File: src/solev_pkg.sv
// Shared types and constants for the clipped-square output layer evaluator.
// Holds the store geometry, word codes, register indexes, reset values,
// the controller state type and the controller/datapath command and status structs.
package solev_pkg;

    // Weight store geometry: eight bucket rows of 2048 words each.
    localparam int STORE_BUCKETS = 8;
    localparam int ROW_WORDS     = 2048;
    localparam int ROW_AW        = 11;
    localparam int BUCKET_W      = 3;
    localparam int STORE_DEPTH   = STORE_BUCKETS * ROW_WORDS;

    // Piece counts are 6 bits wide; buckets span the 32 pieces of a full board.
    localparam int PC_W       = 6;
    localparam int PIECE_SPAN = 32;
    localparam int MIN_PIECES = 2;

    localparam int WORD_W = 16;
    localparam int SUM_W  = 32;
    localparam int SQ_W   = 30;
    localparam int CLIP_W = 15;
    localparam int ESC_W  = 12;
    localparam int E2_W   = 33;

    // Shared divider: magnitudes up to 44 bits by divisors up to 30 bits.
    localparam int DIV_NUM_W = 44;
    localparam int DIV_DEN_W = 30;

    localparam logic [ROW_AW-1:0] CNT_MAX = '1;

    // Word codes carried in the mode field.
    localparam logic [1:0] MODE_WEIGHT = 2'd0;
    localparam logic [1:0] MODE_BIAS   = 2'd1;
    localparam logic [1:0] MODE_EVAL   = 2'd2;

    // Configuration register indexes.
    localparam logic [1:0] CFG_ACT_CLIP     = 2'd0;
    localparam logic [1:0] CFG_WEIGHT_SCALE = 2'd1;
    localparam logic [1:0] CFG_EVAL_SCALE   = 2'd2;
    localparam logic [1:0] CFG_EVAL_LIMIT   = 2'd3;

    localparam logic [CLIP_W-1:0] RST_ACT_CLIP     = 15'd255;
    localparam logic [CLIP_W-1:0] RST_WEIGHT_SCALE = 15'd64;
    localparam logic [ESC_W-1:0]  RST_EVAL_SCALE   = 12'd400;
    localparam logic [CLIP_W-1:0] RST_EVAL_LIMIT   = 15'd31900;

    // Divider operand select.
    localparam logic DIV_SEL_SUM    = 1'b0;
    localparam logic DIV_SEL_SCALED = 1'b1;

    typedef enum logic [3:0] {
        ST_IDLE,
        ST_PROD,
        ST_ACC,
        ST_DIV1,
        ST_WAIT1,
        ST_BIAS,
        ST_SCALE,
        ST_DIV2,
        ST_WAIT2,
        ST_OUT
    } state_t;

    typedef struct packed {
        logic wr_weight;
        logic wr_bias;
        logic take_eval;
        logic prod;
        logic acc;
        logic div_start;
        logic div_sel;
        logic clear_sum;
        logic bias_add;
        logic scale;
        logic out_load;
    } cmd_t;

    typedef struct packed {
        logic last;
        logic div_done;
    } status_t;

endpackage

File: src/solev_ctrl.sv
// Controller of the output layer evaluator: sequences element accumulation,
// the two serial divisions and the result register. Depends on solev_pkg.
module solev_ctrl (
    input  logic                 clk,
    input  logic                 rst_n,
    input  logic                 item_valid,
    input  logic [1:0]           mode,
    input  logic                 result_ready,
    input  solev_pkg::status_t   status,
    output logic                 item_ready,
    output logic                 result_valid,
    output solev_pkg::cmd_t      cmd
);

    solev_pkg::state_t state_reg;
    solev_pkg::state_t state_next;
    logic              out_valid_reg;
    logic              out_valid_next;

    always_comb
    begin
        state_next = state_reg;
        unique case (state_reg)
            solev_pkg::ST_IDLE:
            begin
                if (item_valid && (mode == solev_pkg::MODE_EVAL))
                begin
                    state_next = solev_pkg::ST_PROD;
                end
            end
            solev_pkg::ST_PROD:  state_next = solev_pkg::ST_ACC;
            solev_pkg::ST_ACC:
            begin
                state_next = status.last ? solev_pkg::ST_DIV1 : solev_pkg::ST_IDLE;
            end
            solev_pkg::ST_DIV1:  state_next = solev_pkg::ST_WAIT1;
            solev_pkg::ST_WAIT1:
            begin
                if (status.div_done)
                begin
                    state_next = solev_pkg::ST_BIAS;
                end
            end
            solev_pkg::ST_BIAS:  state_next = solev_pkg::ST_SCALE;
            solev_pkg::ST_SCALE: state_next = solev_pkg::ST_DIV2;
            solev_pkg::ST_DIV2:  state_next = solev_pkg::ST_WAIT2;
            solev_pkg::ST_WAIT2:
            begin
                if (status.div_done)
                begin
                    state_next = solev_pkg::ST_OUT;
                end
            end
            solev_pkg::ST_OUT:
            begin
                if (!out_valid_reg || result_ready)
                begin
                    state_next = solev_pkg::ST_IDLE;
                end
            end
            default:             state_next = solev_pkg::ST_IDLE;
        endcase
    end

    always_comb
    begin
        cmd        = '0;
        item_ready = 1'b0;
        unique case (state_reg)
            solev_pkg::ST_IDLE:
            begin
                item_ready    = 1'b1;
                cmd.wr_weight = item_valid && (mode == solev_pkg::MODE_WEIGHT);
                cmd.wr_bias   = item_valid && (mode == solev_pkg::MODE_BIAS);
                cmd.take_eval = item_valid && (mode == solev_pkg::MODE_EVAL);
            end
            solev_pkg::ST_PROD:  cmd.prod = 1'b1;
            solev_pkg::ST_ACC:   cmd.acc  = 1'b1;
            solev_pkg::ST_DIV1:
            begin
                cmd.div_start = 1'b1;
                cmd.div_sel   = solev_pkg::DIV_SEL_SUM;
                cmd.clear_sum = 1'b1;
            end
            solev_pkg::ST_BIAS:  cmd.bias_add = 1'b1;
            solev_pkg::ST_SCALE: cmd.scale    = 1'b1;
            solev_pkg::ST_DIV2:
            begin
                cmd.div_start = 1'b1;
                cmd.div_sel   = solev_pkg::DIV_SEL_SCALED;
            end
            solev_pkg::ST_OUT:   cmd.out_load = !out_valid_reg || result_ready;
            default:             ;
        endcase
    end

    always_comb
    begin
        if (cmd.out_load)
        begin
            out_valid_next = 1'b1;
        end
        else if (result_ready)
        begin
            out_valid_next = 1'b0;
        end
        else
        begin
            out_valid_next = out_valid_reg;
        end
    end

    always_ff @(posedge clk or negedge rst_n)
    begin
        if (!rst_n)
        begin
            state_reg     <= solev_pkg::ST_IDLE;
            out_valid_reg <= 1'b0;
        end
        else
        begin
            state_reg     <= state_next;
            out_valid_reg <= out_valid_next;
        end
    end

    assign result_valid = out_valid_reg;

endmodule

File: config.mk
export PLATFORM = sky130hd
export DESIGN_NAME = solev_ctrl
export DESIGN_NICKNAME = d
export VERILOG_FILES = /design/src/solev_pkg.sv /design/src/solev_ctrl.sv
export SDC_FILE = /design/constraint.sdc
export NUM_CORES = 1
export LEC_CHECK = 0
export BUFFER_PORTS_ARGS = -buffer_cell sky130_fd_sc_hd__buf_2
export CAP_MARGIN = 20
export CORE_AREA = 2 2 39 41
export CTS_BUF_LIST = sky130_fd_sc_hd__clkbuf_16
export CTS_CLUSTER_DIAMETER = 80
export DETAILED_ROUTE_END_ITERATION = 8
export DIE_AREA = 0 0 41 43
export PLACE_DENSITY = 0.7
export SLEW_MARGIN = 20
export SYNTH_ARGS = -nofsm -noshare
export SYNTH_HDL_FRONTEND = slang
export SYNTH_SLANG_ARGS = --single-unit
export TNS_END_PERCENT = 100
File: constraint.sdc
create_clock -name clk -period 1.6 [get_ports clk]
set_clock_uncertainty 0.1 [all_clocks]
set_input_delay 0.08 -clock clk [delete_from_list [all_inputs] [get_ports clk]]
set_output_delay 0.08 -clock clk [all_outputs]
set_load 0.1 [all_outputs]
==> results of run 1 <==
-- path summary, 6_finish.rpt --
path / startpoint / depth (start not counted) / end
setup / recovery: state_reg[3] / 5 / cmd[4]
setup reg to reg: state_reg[3] / 5 / state_reg[0]
max in group asynchronous: rst_n / 2 / state_reg[3]
hold reg to reg: state_reg[2] / 2 / state_reg[3]
min in group asynchronous: rst_n / 2 / state_reg[1]
hold / removal: result_ready / 3 / result_valid
-- metrics by stage --
step / setup TNS, ps / worst slack (ps)
2_1_floorplan: -4810 / -889
3_3_place_gp: 0 / 86.3
3_5_place_dp: 0 / 48.3
4_1_cts: -780 / -156
5_1_grt: -1050 / -151
6_report: -496 / -113
-- cells by family (layout without fill, tap and decap cells) --
group | count (synthesis) | after routing
simple gates | 26 | 26
flops | 5 | 5
xor+xnor | 2 | 2
buf+inv | 5 | 45
compound gates | 7 | 7
-- critical path: stages (launching register included) --
cell        delay [ps]
dfrtp_2            430
buf_4              160
nand2b_2           200
or2_4              260
clkinvlp_4          90
buf_12             170
-- metal layers --
| layer | GRT usage [%] | wire length, um | vias to the layer above |
|---|---|---|---|
| li1 | - | - | 242 |
| met1 | 15.9 | 477 | 224 |
| met2 | 32.2 | 817 | 12 |
| met3 | 1.57 | 44 | 4 |
| met4 | 12.0 | 32 | 0 |
| met5 | 0 | 0 | - |
-- synthesized netlist by cell type (2+ instances only) --
master and count:
a31oi_1 2, and4b_1 2, buf_6 2, dfrtp_1 5, inv_1 2, nand2b_1 2, nand2b_2 2, nor2_1 7
nor3_1 4, xor2_1 2
-- final cells by class --
class                   count  area (sq um)  share of cell area [%]
flip-flops and latches      5           130                    12.5
clock buffers               3          75.1                    7.19
well taps                  16          20.0                    1.92
inverters                   2          11.3                    1.08
repair buffers             39           460                    44.1
clock inverters             1          3.75                   0.360
multi-input cells          35           343                    32.9
-- timing repair --
action,in CTS,in global routing
resized for setup,4,9
setup buffers,3,5
pin swaps,5,7
hold buffers,1,0
endpoints found under the hold margin,5,0
endpoints found under the setup margin,8,10
==> qor.txt, run 1 <==
worst slew pin tran = 481 ps
Die Y = 43 um
CP endpoint kind = primary output
Slew Limit Headroom = 68.1%
synthesized-area fraction occupied by adder cells = 0%
CTS tree = done
Max Freq = 0.584 GHz
core region area = 1380 sq um
clock buffer depth = 2
crit-path max FO = 4
total number of vias = 482
first-pass GRT wire length = 1980 um
Post-Synth Simple-Gate Area = 43.3%
PortBufs = 20
max-cap viol count = 0
worst setup path class = reg -> out
crit start category = register
number of flops mapped to enable cells by yosys = 0
GP Congestion = 0.794
Die X = 41 um
Final Util = 75.4%
Site Rows = 14
Final Non-Filler Cells = 101
Nets = 94
placed cells = 88
min-delay worst type = in -> reg
drt total wl = 1370 um
Synth Net Count = 53
Avg Synthesized Cell Area = 9.31 sq um
Synth Register Bits = 5
Initial Util = 30.3%
placed inst area = 856 sq um
Post-synth ARST share = 100%
Initial DRC Count = 1
Num Clock Sinks = 5
final worst slack = -113 ps
largest net degree at the start of global routing = 8
I/O pin count = 21
Worst-Skew Late Latency = 230 ps
leading cell type in the layout, fill and taps excluded = buf_12
Hold Worst Slack = 91.0 ps
crit share post-route = 107%
most frequent cells in the layout = 13 x buf_12, 12 x buf_4, 8 x buf_2, 4 x buf_6, 4 x dfrtp_2
failing checks = setup timing
CTS root buf = clkbuf_16
CTS H-tree depth = 1
Mapped Area = 419 sq um
final setup fails = 8
TritonCTS Buffers = 3
Total GRT Usage = 17.4%
status = finished with violations
Ant. Diodes = 0
DRC errors left = 0
Via density = 4.77
main combinational cell family by area after synthesis = simple AND/OR/NAND/NOR gates
die area = 1760 sq um
global route overflow = 0
FF-to-FF setup slack = 20 ps
number of flip-flops in the largest register = 4
Main synth FF type = dfrtp_1
WL/cell = 13.6 um
XOR/XNOR share of the synthesized area = 4.18%
top post-synthesis cells by area = dfrtp_1 30%, nor2_1 6.3%, buf_6 5.4%
post-synthesis mux area share = 0%
vias in the first global route = 487
Syn Inst Count = 45
Ys Warns = 0
top cell type's share of synthesized area = 29.9%
critical path required time = 1420 ps
crit path time final = 1710 ps
Syn-to-layout area delta = 149%
Synth Area in Compound Gates = 13.7%
max-slew violations = 0
Routed Antenna Nets = 0
final hold violations = 0
fillers = 88
initial antenna violation count = 0
RSZ-0062 raised after global routing = true
First-pass DRT Iterations = 2
post-synth cell types = 25
area leader, netlist = dfrtp_1
clock-pin transition on the worst setup and hold timing paths = 30 ps
layout cells sized above 1 = 75.3%
post-DP HPWL = 907 um
Arr. time, crit path = 1530 ps
sequential-to-total area share from yosys stat = 29.9%
cell area after layout = 1040 sq um
Power of run 1 is not shown: default switching activity piles up to over one toggle a cycle in this logic, so the estimate is an artifact.
==> inputs of run 2 (changes only) <==
ABC_AREA = 1   (was not set)
CAP_MARGIN = not set   (was 20)
PLACE_DENSITY = 0.69   (was 0.7)
SKIP_CTS_REPAIR_TIMING = 1   (was not set)
==> qor.txt, run 2 <==
Synth Register Bits = 5
Arr. time, crit path = 1400 ps
crit-path max FO = 5
Worst-Skew Late Latency = 230 ps
status = complete, no violations
crit path time final = 1580 ps
Syn-to-layout area delta = 116%
sequential-to-total area share from yosys stat = 30.1%
clock-pin transition on the worst setup and hold timing paths = 30 ps
Die Y = 43 um
area leader, netlist = dfrtp_1
CTS root buf = clkbuf_16
First-pass DRT Iterations = 4
layout cells sized above 1 = 48.9%
placed cells = 104
TritonCTS Buffers = 3
drt total wl = 1230 um
GP Congestion = 0.892
critical path required time = 1420 ps
multi-input logic area = 308 sq um
I/O pin count = 21
Total GRT Usage = 16.8%
most frequent cells in the layout = 14 x inv_1, 14 x nand2_1, 12 x buf_12, 8 x buf_2
placed inst area = 793 sq um
Synth top cells by count = 14 x inv_1, 14 x nand2_1, 13 x nor2_1, 7 x nand3_1, 5 x dfrtp_1
core region area = 1380 sq um
cell area after layout = 898 sq um
Avg Synthesized Cell Area = 6.11 sq um
CTS tree = done
CP endpoint kind = primary output
vias in the first global route = 469
WL/cell = 11.2 um
min-delay worst type = in -> reg
Initial Util = 30.0%
Slew Limit Headroom = 68.1%
Storage cell area = 130 sq um
post-synth cell types = 17
largest net degree at the start of global routing = 8
initial antenna violation count = 0
Ant. Diodes = 0
max-cap viol count = 0
DR top layer = met4
Post-synth ARST share = 100%
Syn Inst Count = 68
Routed Antenna Nets = 0
post-DP HPWL = 1010 um
Synth Net Count = 76
Mapped Area = 415 sq um
number of flip-flops in the largest register = 4
number of flops mapped to enable cells by yosys = 0
Initial DRC Count = 7
CTS H-tree depth = 1
Ys Warns = 0
worst slew pin tran = 482 ps
die area = 1760 sq um
clock buffer depth = 2
Final Non-Filler Cells = 110
top cell type's share of synthesized area = 30.1%
Site Rows = 14
Nets = 103
pre-CTS WS = 227 ps
worst setup path class = reg -> out
global route overflow = 0
first-pass GRT wire length = 1900 um
crit start category = register
final hold violations = 0
max-slew violations = 0
Die X = 41 um
crit share post-route = 98.6%
final worst slack = 22.8 ps
RSZ-0062 raised after global routing = true
Max Freq = 0.634 GHz
Final Util = 64.9%
top post-synthesis cells by area = dfrtp_1 30%, inv_1 13%, nand2_1 13%
fillers = 122
met1 WL = 466 um
Met3 Routed Length = 77 um
Main synth FF type = dfrtp_1
final setup fails = 0
WL met2 = 620 um
PortBufs = 20
DRC errors left = 0
Num Clock Sinks = 5
Via density = 4.84
total number of vias = 532
run 2: cell types whose count changed in the layout (fill, tap and decap cells not counted), sizes merged, moves of 3 or more:
cell,change
inv,+14
nand3,+8
nand2b,-4
nor2,+10
nand2,+14
buf,-16
nor3,-3
run 2: layout make-up:
class                      instances  area share [%]
multi-input combinational         47            34.3
clock buffer                       3            8.36
sequential                         5            14.5
timing repair buffer              23            34.0
clock inverter                     1           0.418
inverter                          15            6.27
tap                               16            2.23
run 2: path summary, 6_finish.rpt:
kind	from	end	slack (ps)	cells past startpoint
setup / recovery	state_reg[1]	cmd[9]	20	4
hold / removal	result_ready	result_valid	50	4
setup reg to reg	state_reg[1]	state_reg[3]	290	5
hold reg to reg	state_reg[3]	state_reg[3]	500	2
max in group asynchronous	rst_n	state_reg[3]	1150	2
min in group asynchronous	rst_n	state_reg[2]	100	2
run 2: layer usage:
metal,vias to the layer above,GRT usage [%]
met1,231,18.9
met2,28,23.4
met3,11,7.85
met4,0,12.7
li1,262,-
met5,-,0
run 2: cell families after synthesis:
group,share of synthesized area (%)
buffers and inverters,15.4
DFF,30.1
and+or+nand+nor,49.7
AOI/OAI and AO/OA,4.82
run 2: per-stage QoR:
| step | TNS [ps] | hold slack, ps |
|---|---|---|
| after floorplan | -870 | -316 |
| after global placement | 0 | -193 |
| after detailed placement | 0 | -191 |
| after CTS | -20.2 | -429 |
| after global routing | -57.5 | 68.2 |
| final | 0 | 49.7 |
run 2: worst max-delay path, stage by stage, from the launching register on:
cell and delay [ps]:
dfrtp_1 420, nor2_2 220, nand2_4 110, nor4_4 200, buf_12 210
Power of run 2 is left out for the same reason.
==> inputs of run 3 (changes only) <==
--- a/config.mk
+++ b/config.mk
@@ -9,9 +9,9 @@
 export BUFFER_PORTS_ARGS = -buffer_cell sky130_fd_sc_hd__buf_2
 export CORE_AREA = 2 2 39 41
-export CTS_BUF_LIST = sky130_fd_sc_hd__clkbuf_16
 export CTS_CLUSTER_DIAMETER = 80
 export DETAILED_ROUTE_END_ITERATION = 8
 export DIE_AREA = 0 0 41 43
 export PLACE_DENSITY = 0.69
+export SETUP_SLACK_MARGIN = 0.3
 export SKIP_CTS_REPAIR_TIMING = 1
 export SLEW_MARGIN = 20
==> constraint.sdc (replaced) <==
create_clock -name clk -period 1.6 [get_ports clk]
set_clock_uncertainty 0.1 [all_clocks]
set_input_delay 0.24 -clock clk [delete_from_list [all_inputs] [get_ports clk]]
set_output_delay 0.24 -clock clk [all_outputs]
set_load 0.1 [all_outputs]
==> qor.txt, run 3 (synthesis results as in run 2) <==
Ant. Diodes = 0
number of flip-flops in the largest register = 4
PortBufs = 20
worst setup path end = cmd[6]
initial antenna violation count = 0
post-DP HPWL = 1020 um
crit share post-route = 110%
clock-pin transition on the worst setup and hold timing paths = 50 ps
Routed Antenna Nets = 0
First-pass DRT Iterations = 4
Die Y = 43 um
crit path from = state_reg[2]
min-delay worst type = in -> reg
DRC errors left = 0
Arr. time, crit path = 1430 ps
final worst slack = -165 ps
Max Freq = 0.567 GHz
crit start category = register
reg2reg start = state_reg[3]
final setup fails = 11
CP endpoint kind = primary output
final hold violations = 0
layout cells sized above 1 = 63.9%
global route overflow = 0
core region area = 1380 sq um
worst slew pin tran = 255 ps
crit path time final = 1770 ps
max-cap viol count = 0
failing checks = setup timing
pre-CTS WS = 48.4 ps
reg-to-reg endpoint = state_reg[0]
Num Clock Sinks = 5
first-pass GRT wire length = 2080 um
most frequent cells in the layout = 12 x buf_12, 10 x nor2_4, 10 x nand2_1, 8 x inv_1
Site Rows = 14
Syn-to-layout area delta = 128%
I/O pin count = 21
Initial DRC Count = 19
TritonCTS Buffers = 3
max-slew violations = 0
Nets = 106
CTS root buf = clkbuf_4
die area = 1760 sq um
largest net degree at the start of global routing = 8
RSZ-0062 raised after global routing = true
worst setup path class = reg -> out
critical path required time = 1260 ps
FF-to-FF setup slack = 310 ps
Die X = 41 um
total number of vias = 535
drt total wl = 1380 um
Initial Util = 30.0%
WL/cell = 12.2 um
GP Congestion = 0.771
leading cell type in the layout, fill and taps excluded = buf_12
Total GRT Usage = 17.5%
crit-path max FO = 4
CTS H-tree depth = 1
status = finished with violations
clock buffer depth = 2
Worst-Skew Late Latency = 250 ps
Via density = 4.73
Slew Limit Headroom = 82.9%
vias in the first global route = 535
R2R cell count = 7
CTS tree = done
-- run 3: metrics by stage --
step	utilization [%]	hold slack, ps	setup TNS (ps)	instances	area, sq um
after floorplan	-	-156	-1250	68	523
after global placement	59.8	-37.9	0	105	827
after detailed placement	59.8	-37.6	0	105	827
after CTS	61.7	-297	-1230	109	853
after global routing	68.5	219	-1460	113	948
final	68.5	180	-922	113	948
-- run 3: cell type report --
type	instances	area, sq um
clock buffer	4	26.3
fill	109	435
inverter	15	66.3
multi-input combinational	47	360
sequential	5	134
tap	16	20.0
timing repair buffer	26	342
-- run 3: metal layers --
metal | vias to the layer above | part of all wire, % | global-route usage (%)
met4 | 0 | 1.2 | 8.00
met1 | 248 | 39 | 17.3
met3 | 3 | 4.4 | 5.76
met5 | - | 0 | 0
li1 | 266 | - | -
met2 | 18 | 55 | 30.3
-- run 3: worst min path at each step --
stage                            start      endpoint  slack, ps  depth (start not counted)
after floorplan                  rst_n  state_reg[0]       -160                          0
after global placement           rst_n  state_reg[1]        -40                          1
after detailed placement         rst_n  state_reg[1]        -40                          1
after CTS                        rst_n  state_reg[1]       -300                          1
after global routing      result_ready  result_valid        220                          4
final                        status[1]  state_reg[1]        180                          3
-- run 3: critical path, cell delays in order, from the launching register on --
cell	delay [ps]
dfrtp_2	460
nor2_4	190
inv_2	100
nor3_4	220
buf_12	200
Power of run 3 is left out for the same reason.
